### config.mk
export PLATFORM = sky130hd
export DESIGN_NAME = gather_address_generator
export DESIGN_NICKNAME = d
export VERILOG_FILES = /design/src/gag_pkg.sv /design/src/gag_fifo.sv /design/src/gag_front.sv /design/src/gag_back.sv /design/src/gather_address_generator.sv
export SDC_FILE = /design/constraint.sdc
export NUM_CORES = 2
export LEC_CHECK = 0
export ABC_AREA = 1
export CAP_MARGIN = 10
export CORE_ASPECT_RATIO = 1.75
export CORE_MARGIN = 10
export CORE_UTILIZATION = 55
export DETAILED_ROUTE_END_ITERATION = 12
export DONT_BUFFER_PORTS = 1
export PLACE_DENSITY = 0.68
export SLEW_MARGIN = 5
export SYNTH_ARGS = -nofsm -noshare
export SYNTH_HDL_FRONTEND = slang
export SYNTH_SLANG_ARGS = --single-unit
### constraint.sdc
create_clock -name clk -period 5.7 [get_ports clk]
set_input_delay 0.855 -clock clk [delete_from_list [all_inputs] [get_ports clk]]
set_output_delay 0.855 -clock clk [all_outputs]
set_load 0.01 [all_outputs]
### src/gag_pkg.sv
// Shared types and constants for the gather address generator.
// No dependencies; every other file refers to it by scoped names.
package gag_pkg;

  localparam int IDX_W      = 31;  // index value and shard offset
  localparam int CNT_W      = 16;  // outer/index counts and gather size
  localparam int INNER_W    = 7;   // inner size register and run length
  localparam int OUT_W      = 32;  // address ports
  localparam int CFG_IDX_W  = 3;
  localparam int CFG_DATA_W = 31;
  localparam int ROWQ_DEPTH = 4;   // row descriptor queue between front and back

  // Configuration register indexes
  localparam logic [CFG_IDX_W-1:0] REG_OUTER_COUNT  = 3'd0;
  localparam logic [CFG_IDX_W-1:0] REG_INDEX_COUNT  = 3'd1;
  localparam logic [CFG_IDX_W-1:0] REG_GATHER_SIZE  = 3'd2;
  localparam logic [CFG_IDX_W-1:0] REG_INNER_SIZE   = 3'd3;
  localparam logic [CFG_IDX_W-1:0] REG_INDEX_OFFSET = 3'd4;

  // Per-row control carried with each descriptor
  typedef struct packed {
    logic               fill;      // whole row is zero fill
    logic               all_last;  // last index of last outer slice
    logic [INNER_W-1:0] run_len;   // effective inner size, 1..MAX_INNER
  } row_ctrl_t;

  localparam int ROW_CTRL_W = $bits(row_ctrl_t);

endpackage

### src/gag_fifo.sv
// Small register queue for row descriptors (flat payload vector).
// Depends on gag_pkg for its depth.
module gag_fifo #(
  parameter int W = 8
) (
  input  logic         clk,
  input  logic         rst_n,
  input  logic         push,
  input  logic [W-1:0] wdata,
  output logic         full,
  input  logic         pop,
  output logic [W-1:0] rdata,
  output logic         empty
);

  localparam int DEPTH = gag_pkg::ROWQ_DEPTH;
  localparam int PTR_W = (DEPTH > 1) ? $clog2(DEPTH) : 1;
  localparam int CNT_W = $clog2(DEPTH + 1);

  logic [W-1:0]     mem_r [DEPTH];
  logic [PTR_W-1:0] wr_ptr_r, wr_ptr_nxt;
  logic [PTR_W-1:0] rd_ptr_r, rd_ptr_nxt;
  logic [CNT_W-1:0] count_r, count_nxt;
  logic             do_push, do_pop;

  assign full    = (count_r == CNT_W'(DEPTH));
  assign empty   = (count_r == '0);
  assign do_push = push && !full;
  assign do_pop  = pop && !empty;
  assign rdata   = mem_r[rd_ptr_r];

  always_comb begin
    wr_ptr_nxt = wr_ptr_r;
    rd_ptr_nxt = rd_ptr_r;
    count_nxt  = count_r;
    if (do_push) begin
      wr_ptr_nxt = (wr_ptr_r == PTR_W'(DEPTH - 1)) ? '0 : wr_ptr_r + 1'b1;
    end
    if (do_pop) begin
      rd_ptr_nxt = (rd_ptr_r == PTR_W'(DEPTH - 1)) ? '0 : rd_ptr_r + 1'b1;
    end
    if (do_push && !do_pop) begin
      count_nxt = count_r + 1'b1;
    end else if (do_pop && !do_push) begin
      count_nxt = count_r - 1'b1;
    end
  end

  always_ff @(posedge clk) begin
    if (!rst_n) begin
      wr_ptr_r <= '0;
      rd_ptr_r <= '0;
      count_r  <= '0;
    end else begin
      wr_ptr_r <= wr_ptr_nxt;
      rd_ptr_r <= rd_ptr_nxt;
      count_r  <= count_nxt;
    end
  end

  always_ff @(posedge clk) begin
    if (do_push) begin
      mem_r[wr_ptr_r] <= wdata;
    end
  end

endmodule

### src/gag_front.sv
// Front end: accepts index words, classifies them against the shard,
// tracks outer/index positions and builds one row descriptor per word.
// Depends on gag_pkg.
module gag_front #(
  parameter int MAX_INNER = 64,
  parameter int ADDR_BITS = 32
) (
  input  logic                          clk,
  input  logic                          rst_n,
  input  logic                          in_push,
  input  logic [gag_pkg::IDX_W-1:0]     in_index_value,
  output logic                          in_full,
  input  logic [gag_pkg::CNT_W-1:0]     outer_count,
  input  logic [gag_pkg::CNT_W-1:0]     index_count,
  input  logic [gag_pkg::CNT_W-1:0]     gather_size,
  input  logic [gag_pkg::INNER_W-1:0]   inner_size,
  input  logic [gag_pkg::IDX_W-1:0]     index_offset,
  output logic                          row_push,
  output logic [ADDR_BITS-1:0]          row_src,
  output logic [ADDR_BITS-1:0]          row_dest,
  output gag_pkg::row_ctrl_t            row_ctrl,
  input  logic                          row_full
);

  localparam int CW = gag_pkg::CNT_W;
  localparam int IW = gag_pkg::IDX_W;
  localparam int NW = gag_pkg::INNER_W;
  localparam int PW = IW + NW;

  logic [CW-1:0]        outer_pos_r, outer_pos_nxt;
  logic [CW-1:0]        index_pos_r, index_pos_nxt;
  logic [ADDR_BITS-1:0] outer_base_r, outer_base_nxt;
  logic [ADDR_BITS-1:0] dest_run_r, dest_run_nxt;

  logic                 a_valid_r, a_valid_nxt;
  logic [IW-1:0]        a_shift_r;
  logic [ADDR_BITS-1:0] a_base_r;
  logic [ADDR_BITS-1:0] a_dest_r;
  gag_pkg::row_ctrl_t   a_ctrl_r;

  logic                 accept;
  logic [NW-1:0]        n_eff;
  logic                 below_off;
  logic [IW-1:0]        shifted;
  logic                 fill;
  logic                 last_index, last_outer;
  logic [CW:0]          ic_eff, oc_eff;
  logic [CW+NW-1:0]     slice_len;
  logic [PW-1:0]        row_offs;
  gag_pkg::row_ctrl_t   ctrl_nxt;

  // Stage A holds while the queue is full
  assign in_full = a_valid_r && row_full;
  assign accept  = in_push && !in_full;

  always_comb begin
    if (inner_size == '0) begin
      n_eff = NW'(1);
    end else if (inner_size > NW'(MAX_INNER)) begin
      n_eff = NW'(MAX_INNER);
    end else begin
      n_eff = inner_size;
    end
  end

  assign below_off  = in_index_value < index_offset;
  assign shifted    = in_index_value - index_offset;
  assign fill       = below_off || (shifted >= IW'(gather_size));
  assign ic_eff     = (index_count == '0) ? (CW+1)'(1) : {1'b0, index_count};
  assign oc_eff     = (outer_count == '0) ? (CW+1)'(1) : {1'b0, outer_count};
  assign last_index = ({1'b0, index_pos_r} + 1'b1) >= ic_eff;
  assign last_outer = ({1'b0, outer_pos_r} + 1'b1) >= oc_eff;
  assign slice_len  = (CW+NW)'(gather_size) * (CW+NW)'(n_eff);

  always_comb begin
    ctrl_nxt.fill     = fill;
    ctrl_nxt.all_last = last_index && last_outer;
    ctrl_nxt.run_len  = n_eff;
  end

  // Advance positions and running bases on each accepted word
  always_comb begin
    outer_pos_nxt  = outer_pos_r;
    index_pos_nxt  = index_pos_r;
    outer_base_nxt = outer_base_r;
    dest_run_nxt   = dest_run_r;
    if (accept) begin
      if (last_index) begin
        index_pos_nxt = '0;
        if (last_outer) begin
          outer_pos_nxt  = '0;
          outer_base_nxt = '0;
          dest_run_nxt   = '0;
        end else begin
          outer_pos_nxt  = outer_pos_r + 1'b1;
          outer_base_nxt = outer_base_r + ADDR_BITS'(slice_len);
          dest_run_nxt   = dest_run_r + ADDR_BITS'(n_eff);
        end
      end else begin
        index_pos_nxt = index_pos_r + 1'b1;
        dest_run_nxt  = dest_run_r + ADDR_BITS'(n_eff);
      end
    end
  end

  always_comb begin
    a_valid_nxt = a_valid_r;
    if (accept) begin
      a_valid_nxt = 1'b1;
    end else if (row_push) begin
      a_valid_nxt = 1'b0;
    end
  end

  always_ff @(posedge clk) begin
    if (!rst_n) begin
      outer_pos_r  <= '0;
      index_pos_r  <= '0;
      outer_base_r <= '0;
      dest_run_r   <= '0;
      a_valid_r    <= 1'b0;
    end else begin
      outer_pos_r  <= outer_pos_nxt;
      index_pos_r  <= index_pos_nxt;
      outer_base_r <= outer_base_nxt;
      dest_run_r   <= dest_run_nxt;
      a_valid_r    <= a_valid_nxt;
    end
  end

  always_ff @(posedge clk) begin
    if (accept) begin
      a_shift_r <= fill ? '0 : shifted;
      a_base_r  <= outer_base_r;
      a_dest_r  <= dest_run_r;
      a_ctrl_r  <= ctrl_nxt;
    end
  end

  // Stage B: row source start = slice base + shifted index * run length
  assign row_offs = PW'(a_shift_r) * PW'(a_ctrl_r.run_len);
  assign row_push = a_valid_r && !row_full;
  assign row_src  = a_base_r + ADDR_BITS'(row_offs);
  assign row_dest = a_dest_r;
  assign row_ctrl = a_ctrl_r;

endmodule

### src/gag_back.sv
// Back end: expands each row descriptor into one address word per element
// and holds the oldest word in the output register.
// Depends on gag_pkg.
module gag_back #(
  parameter int ADDR_BITS = 32
) (
  input  logic                          clk,
  input  logic                          rst_n,
  input  logic                          row_empty,
  input  logic [ADDR_BITS-1:0]          row_src,
  input  logic [ADDR_BITS-1:0]          row_dest,
  input  gag_pkg::row_ctrl_t            row_ctrl,
  output logic                          row_pop,
  output logic                          out_empty,
  input  logic                          out_pop,
  output logic [gag_pkg::OUT_W-1:0]     out_source_address,
  output logic [gag_pkg::OUT_W-1:0]     out_dest_address,
  output logic                          out_zero_fill,
  output logic                          out_run_last,
  output logic                          out_all_done
);

  localparam int NW = gag_pkg::INNER_W;
  localparam int OW = gag_pkg::OUT_W;

  logic                 run_active_r, run_active_nxt;
  logic [ADDR_BITS-1:0] src_r, dest_r;
  logic [NW-1:0]        elem_r;
  gag_pkg::row_ctrl_t   ctrl_r;

  logic                 out_valid_r, out_valid_nxt;
  logic [OW-1:0]        out_src_r, out_dest_r;
  logic                 out_fill_r, out_last_r, out_done_r;

  logic                 emit;
  logic                 elem_last;

  assign emit      = run_active_r && (!out_valid_r || out_pop);
  assign elem_last = (elem_r + 1'b1) == ctrl_r.run_len;
  assign row_pop   = (!run_active_r || (emit && elem_last)) && !row_empty;

  always_comb begin
    run_active_nxt = run_active_r;
    if (row_pop) begin
      run_active_nxt = 1'b1;
    end else if (emit && elem_last) begin
      run_active_nxt = 1'b0;
    end
    out_valid_nxt = out_valid_r;
    if (emit) begin
      out_valid_nxt = 1'b1;
    end else if (out_pop) begin
      out_valid_nxt = 1'b0;
    end
  end

  always_ff @(posedge clk) begin
    if (!rst_n) begin
      run_active_r <= 1'b0;
      out_valid_r  <= 1'b0;
    end else begin
      run_active_r <= run_active_nxt;
      out_valid_r  <= out_valid_nxt;
    end
  end

  // Load a new row, or step through the current one
  always_ff @(posedge clk) begin
    if (row_pop) begin
      src_r  <= row_src;
      dest_r <= row_dest;
      elem_r <= '0;
      ctrl_r <= row_ctrl;
    end else if (emit) begin
      src_r  <= src_r + 1'b1;
      dest_r <= dest_r + 1'b1;
      elem_r <= elem_r + 1'b1;
    end
  end

  always_ff @(posedge clk) begin
    if (emit) begin
      out_src_r  <= ctrl_r.fill ? '0 : OW'(src_r);
      out_dest_r <= OW'(dest_r);
      out_fill_r <= ctrl_r.fill;
      out_last_r <= elem_last;
      out_done_r <= elem_last && ctrl_r.all_last;
    end
  end

  assign out_empty          = !out_valid_r;
  assign out_source_address = out_src_r;
  assign out_dest_address   = out_dest_r;
  assign out_zero_fill      = out_fill_r;
  assign out_run_last       = out_last_r;
  assign out_all_done       = out_done_r;

endmodule

### src/gather_address_generator.sv
// Top level of the gather address generator: configuration registers,
// front end, row descriptor queue and back end. Depends on gag_pkg,
// gag_front, gag_fifo and gag_back.
//
//  - Input: push index words in order, the whole list once per outer slice;
//    a word is taken at an edge with in_push high and in_full low.
//  - Results: while out_empty is low the oldest address word sits on the
//    out_ ports and is taken at an edge with out_pop high. Each index word
//    yields inner_size words (0 counts as 1, above MAX_INNER saturates);
//    run_last ends each row, all_done marks the final word of the gather.
//  - Configuration: write cfg_data to register cfg_index with cfg_we, only
//    while the block is idle; positions and bases are kept.
//  - Timing: a row passes stage A, the row queue and the back end's row registers
//    before its first word reaches the output register; the back end then emits one
//    word per cycle while out_pop keeps taking them, runs of one at one a cycle.
//  - Stalls: with out_pop low the output word holds; the back end and the
//    four-entry row queue fill up, then in_full rises. Nothing is dropped.
//  - Reset (rst_n low, synchronous): clear positions and bases, drop queued
//    rows, set counts and sizes to one and the offset to zero.
module gather_address_generator #(
  parameter int MAX_INNER = 64,
  parameter int ADDR_BITS = 32
) (
  input  logic                              clk,
  input  logic                              rst_n,
  input  logic                              in_push,
  output logic                              in_full,
  input  logic [gag_pkg::IDX_W-1:0]         in_index_value,
  output logic                              out_empty,
  input  logic                              out_pop,
  output logic [gag_pkg::OUT_W-1:0]         out_source_address,
  output logic [gag_pkg::OUT_W-1:0]         out_dest_address,
  output logic                              out_zero_fill,
  output logic                              out_run_last,
  output logic                              out_all_done,
  input  logic                              cfg_we,
  input  logic [gag_pkg::CFG_IDX_W-1:0]     cfg_index,
  input  logic [gag_pkg::CFG_DATA_W-1:0]    cfg_data
);

  localparam int CW  = gag_pkg::CNT_W;
  localparam int NW  = gag_pkg::INNER_W;
  localparam int IW  = gag_pkg::IDX_W;
  localparam int QW  = 2 * ADDR_BITS + gag_pkg::ROW_CTRL_W;

  logic [CW-1:0] outer_count_r, outer_count_nxt;
  logic [CW-1:0] index_count_r, index_count_nxt;
  logic [CW-1:0] gather_size_r, gather_size_nxt;
  logic [NW-1:0] inner_size_r, inner_size_nxt;
  logic [IW-1:0] index_offset_r, index_offset_nxt;

  // Register writes; unknown indexes are ignored
  always_comb begin
    outer_count_nxt  = outer_count_r;
    index_count_nxt  = index_count_r;
    gather_size_nxt  = gather_size_r;
    inner_size_nxt   = inner_size_r;
    index_offset_nxt = index_offset_r;
    if (cfg_we) begin
      case (cfg_index)
        gag_pkg::REG_OUTER_COUNT:  outer_count_nxt  = cfg_data[CW-1:0];
        gag_pkg::REG_INDEX_COUNT:  index_count_nxt  = cfg_data[CW-1:0];
        gag_pkg::REG_GATHER_SIZE:  gather_size_nxt  = cfg_data[CW-1:0];
        gag_pkg::REG_INNER_SIZE:   inner_size_nxt   = cfg_data[NW-1:0];
        gag_pkg::REG_INDEX_OFFSET: index_offset_nxt = cfg_data[IW-1:0];
        default: ;
      endcase
    end
  end

  always_ff @(posedge clk) begin
    if (!rst_n) begin
      outer_count_r  <= CW'(1);
      index_count_r  <= CW'(1);
      gather_size_r  <= CW'(1);
      inner_size_r   <= NW'(1);
      index_offset_r <= '0;
    end else begin
      outer_count_r  <= outer_count_nxt;
      index_count_r  <= index_count_nxt;
      gather_size_r  <= gather_size_nxt;
      inner_size_r   <= inner_size_nxt;
      index_offset_r <= index_offset_nxt;
    end
  end

  // Front to queue
  logic                 f_push, f_full;
  logic [ADDR_BITS-1:0] f_src, f_dest;
  gag_pkg::row_ctrl_t   f_ctrl;

  // Queue to back
  logic                 b_pop, b_empty;
  logic [QW-1:0]        q_rdata;
  logic [ADDR_BITS-1:0] b_src, b_dest;
  gag_pkg::row_ctrl_t   b_ctrl;

  gag_front #(
    .MAX_INNER (MAX_INNER),
    .ADDR_BITS (ADDR_BITS)
  ) u_front (
    .clk            (clk),
    .rst_n          (rst_n),
    .in_push        (in_push),
    .in_index_value (in_index_value),
    .in_full        (in_full),
    .outer_count    (outer_count_r),
    .index_count    (index_count_r),
    .gather_size    (gather_size_r),
    .inner_size     (inner_size_r),
    .index_offset   (index_offset_r),
    .row_push       (f_push),
    .row_src        (f_src),
    .row_dest       (f_dest),
    .row_ctrl       (f_ctrl),
    .row_full       (f_full)
  );

  gag_fifo #(
    .W (QW)
  ) u_rowq (
    .clk   (clk),
    .rst_n (rst_n),
    .push  (f_push),
    .wdata ({f_src, f_dest, f_ctrl}),
    .full  (f_full),
    .pop   (b_pop),
    .rdata (q_rdata),
    .empty (b_empty)
  );

  assign {b_src, b_dest, b_ctrl} = q_rdata;

  gag_back #(
    .ADDR_BITS (ADDR_BITS)
  ) u_back (
    .clk                (clk),
    .rst_n              (rst_n),
    .row_empty          (b_empty),
    .row_src            (b_src),
    .row_dest           (b_dest),
    .row_ctrl           (b_ctrl),
    .row_pop            (b_pop),
    .out_empty          (out_empty),
    .out_pop            (out_pop),
    .out_source_address (out_source_address),
    .out_dest_address   (out_dest_address),
    .out_zero_fill      (out_zero_fill),
    .out_run_last       (out_run_last),
    .out_all_done       (out_all_done)
  );

endmodule

==> impl_metrics.yaml <==
status:
  status: "complete, no violations"
floorplanning:
  placementRows: 138
  die_x_um: 235.9
  die-area_um2: 93860
  die_h_um: 397.9
  io_pins: 139
  initial_core_util_pct: 55.41
  core_um2: 80980
logic_synthesis:
  post_synth.cell_area_avg_um2: 9.100
  synth-main-ff-cell: "edfxtp_1"
  yosys_warnings: 0
  yosys-mux-area-fraction_pct: 0
  synth-xor-area-share_pct: 3.572
  synth_edf_count: 536
  async_flop_share_pct: 0
  synth_compound_area_share_pct: 8.123
  synth-seq-cells: 737
  yosysTopAreaCell: "edfxtp_1"
  synth_top_area_share_pct: 35.87
  synth_top_family_by_area: "simple AND/OR/NAND/NOR gates"
  yosys.area_share.adder_pct: 16.56
  synth_simple_gate_area_share_pct: 18.41
  netlist_instances: 4931
  synth_seq_area_share_pct: 44.84
  netlist_area_um2: 44870
  synth_cell_type_count: 59
  synthTopCellsByArea: "edfxtp_1 (36%), fa_1 (11%), nand2_1 (9.6%)"
grt:
  grt_use_total_pct: 23.50
  grt_remaining_overflow: 0
  grt_pass1_vias: 33160
  grt_max_degree: 131
  grt_pass1_wl_mm: 175.4
  antenna_found_initial: 0
placed_design:
  dp_hpwl_mm: 83.62
  port_buffers: 0
  dp.cells: 5893
  routabilityCongestion: 0.9294
clocking:
  cts_root_buffer: "clkbuf_16"
  cts.sinks: 737
  cts.clk_slew.worst_paths_ns: 0.07
  cts_made_buffers: 71
  cts_tree: "yes"
  cts_buffer_depth: 3
  cts-hold-fix-buffers: 0
  htreeDepth: 3
  clkLatencyLatePin_ns: 0.68
routing:
  avgRoutedWirePerCell_um: 18.36
  vias_per_cell: 5.381
  vias: 32460
  drt_wl_total_mm: 110.8
  drt_pass1_iterations: 8
  drc: 0
  ant_nets: 0
  drtIter0Drc: 1809
setup_path:
  slowest_delay_ns: 0.54
  path_depth: 27
  cp_num_buf_inv: 5
  slowest_stage: "fa_1"
  crit_type: "flop to flop"
  critPathTopFamily: "adder cells"
  path_max_fanout: 5
  end_kind: "flop"
  path_common_cell: "nand2_1"
  worstPathArrival_ns: 5.96
  reg2reg_depth: 27
  cp-start-kind: "flop"
  worstPathRequired_ns: 6.29
sta:
  tightest_slew_ns: 1.104
  holdWs_ns: 0.3177
  hold_viol: 0
  finalSetupViolCount: 0
  slew_headroom_pct: 26.39
  maxSlewViolCount: 0
  min_period_ns: 5.372
  fin_crit_sh_pct: 94.25
  fin_worst_skew_ns: 0.04652
  clock.fmax_mhz: 186.1
finish:
  area_delta_synth_final_pct: 8.357
  fin_cells: 6032
  final_nets: 5433
  fillers: 6945
  drive_gt1_share_pct: 5.141
run:
  cap_violations: 0
pwr:
  power.leakage_nw: 21.25
  p_per_area_nw_per_um2: 425.3
  ir_drop_uv: 346.5
hold_path:
  hp-class: "input port to flop"
  hold_depth: 2
## worst reg2reg max path, delay by kind of cell, from the launching register on
family	cells	cell delay (ns)
simple gates	14	1.65
xor+xnor	1	0.13
flops	1	0.33
fa+ha+maj	5	2.44
buf+inv	5	0.43
compound gates	2	0.33
## Yosys cell counts (8+ instances only)
library cell	number
inv_1	821
a21oi_1	290
nand3_1	121
nor2_4	15
clkbuf_1	118
dfxtp_1	201
nand3_2	15
nor4_1	23
buf_2	9
fa_1	255
a21o_1	10
a31oi_1	8
buf_6	9
xor2_1	142
o22ai_1	16
nor3_1	59
nand3b_1	21
a32o_1	57
o21ai_1	9
xnor2_1	41
nor2_1	431
o21ai_0	226
clkinv_1	8
ha_1	186
nand2_1	1153
nand4_1	67
edfxtp_1	536
## through the flow
step	util [%]	power [mW]	TNS, ns	setup WS [ns]	area [um2]
after global placement	56.79	15.69	0	0.2684	45990
after floorplan	-	13.69	0	0.7166	44920
after global routing	60.04	22.09	-0.1624	-0.06720	48620
final	60.04	20.68	0	0.3279	48620
after detailed placement	56.79	15.86	0	0.1980	45990
after CTS	59.84	20.85	0	0.1749	48460
## cells by family after synthesis
logic type      Yosys count
other cells               1
xor+xnor                183
compound gates          644
buf+inv                 981
fa+ha+maj               441
flops                   737
simple gates           1944
## state kept, by name (all words and copies together), names as in the netlist, 31 cells and up, named ones only
name / cells
u_front.a_shift_r: 31
u_front.dest_run_r: 32
u_front.row_dest: 32
u_rowq.mem_r: 292
u_back.src_r: 32
u_back.out_dest_address: 32
u_front.a_base_r: 32
index_offset_r: 31
u_back.out_source_address: 32
u_front.outer_base_r: 32
u_back.dest_r: 32
## power by group
part / total, mW / leakage (nW) / internal [mW] / switching [mW]
Clock: 4.95 / 1.19 / 2.79 / 2.16
Combinational: 7.38 / 13.3 / 2.39 / 4.99
Sequential: 8.34 / 6.72 / 7.62 / 0.728
## area by class of cell
cell class / instances / area, um2 / area share (%)
inverters: 835 / 3152 / 6.482
clock buffers: 91 / 1902 / 3.911
repair buffers: 50 / 432.9 / 0.8904
flip-flops and latches: 737 / 20120 / 41.39
diodes: 2 / 5.005 / 0.01029
clock inverters: 40 / 566.8 / 1.166
multi-input cells: 3227 / 21130 / 43.45
well taps: 1050 / 1314 / 2.702
## placed cells by master (no fill, tap or decap), types with 21 or more instances in the layout
cell	instances
xor2_1	142
buf_4	45
a32o_1	57
dfxtp_1	200
edfxtp_1	536
nand4_1	67
nor2_4	22
nor3_1	58
nor4_1	22
o21ai_0	224
a21oi_1	288
nor2_1	420
nand2_1	1148
nand3_1	120
xnor2_1	41
nand3b_1	21
ha_1	183
inv_1	816
fa_1	255
clkbuf_16	71
## per-layer routing
layer | vias up | GRT usage [%] | wire [um]
met1 | 15460 | 23.67 | 39520
met3 | 307 | 3.069 | 4443
met2 | 810 | 45.04 | 60290
met4 | 0 | 14.17 | 6511
met5 | - | 0 | 0
li1 | 15880 | - | -
## worst paths after layout
path                       from                        to  slack (ns)
max             inner_size_r[0]  u_front.outer_base_r[21]        0.33
min reg2reg  index_offset_r[30]        index_offset_r[30]        0.46
max reg2reg     inner_size_r[0]  u_front.outer_base_r[21]        0.33
min                       rst_n         u_rowq.count_r[2]        0.32
## what timing repair did
action	in CTS	in global routing
resized for setup	0	28
setup endpoints to repair	0	18
setup buffers	0	6
Power figures use the tool's default switching activity.
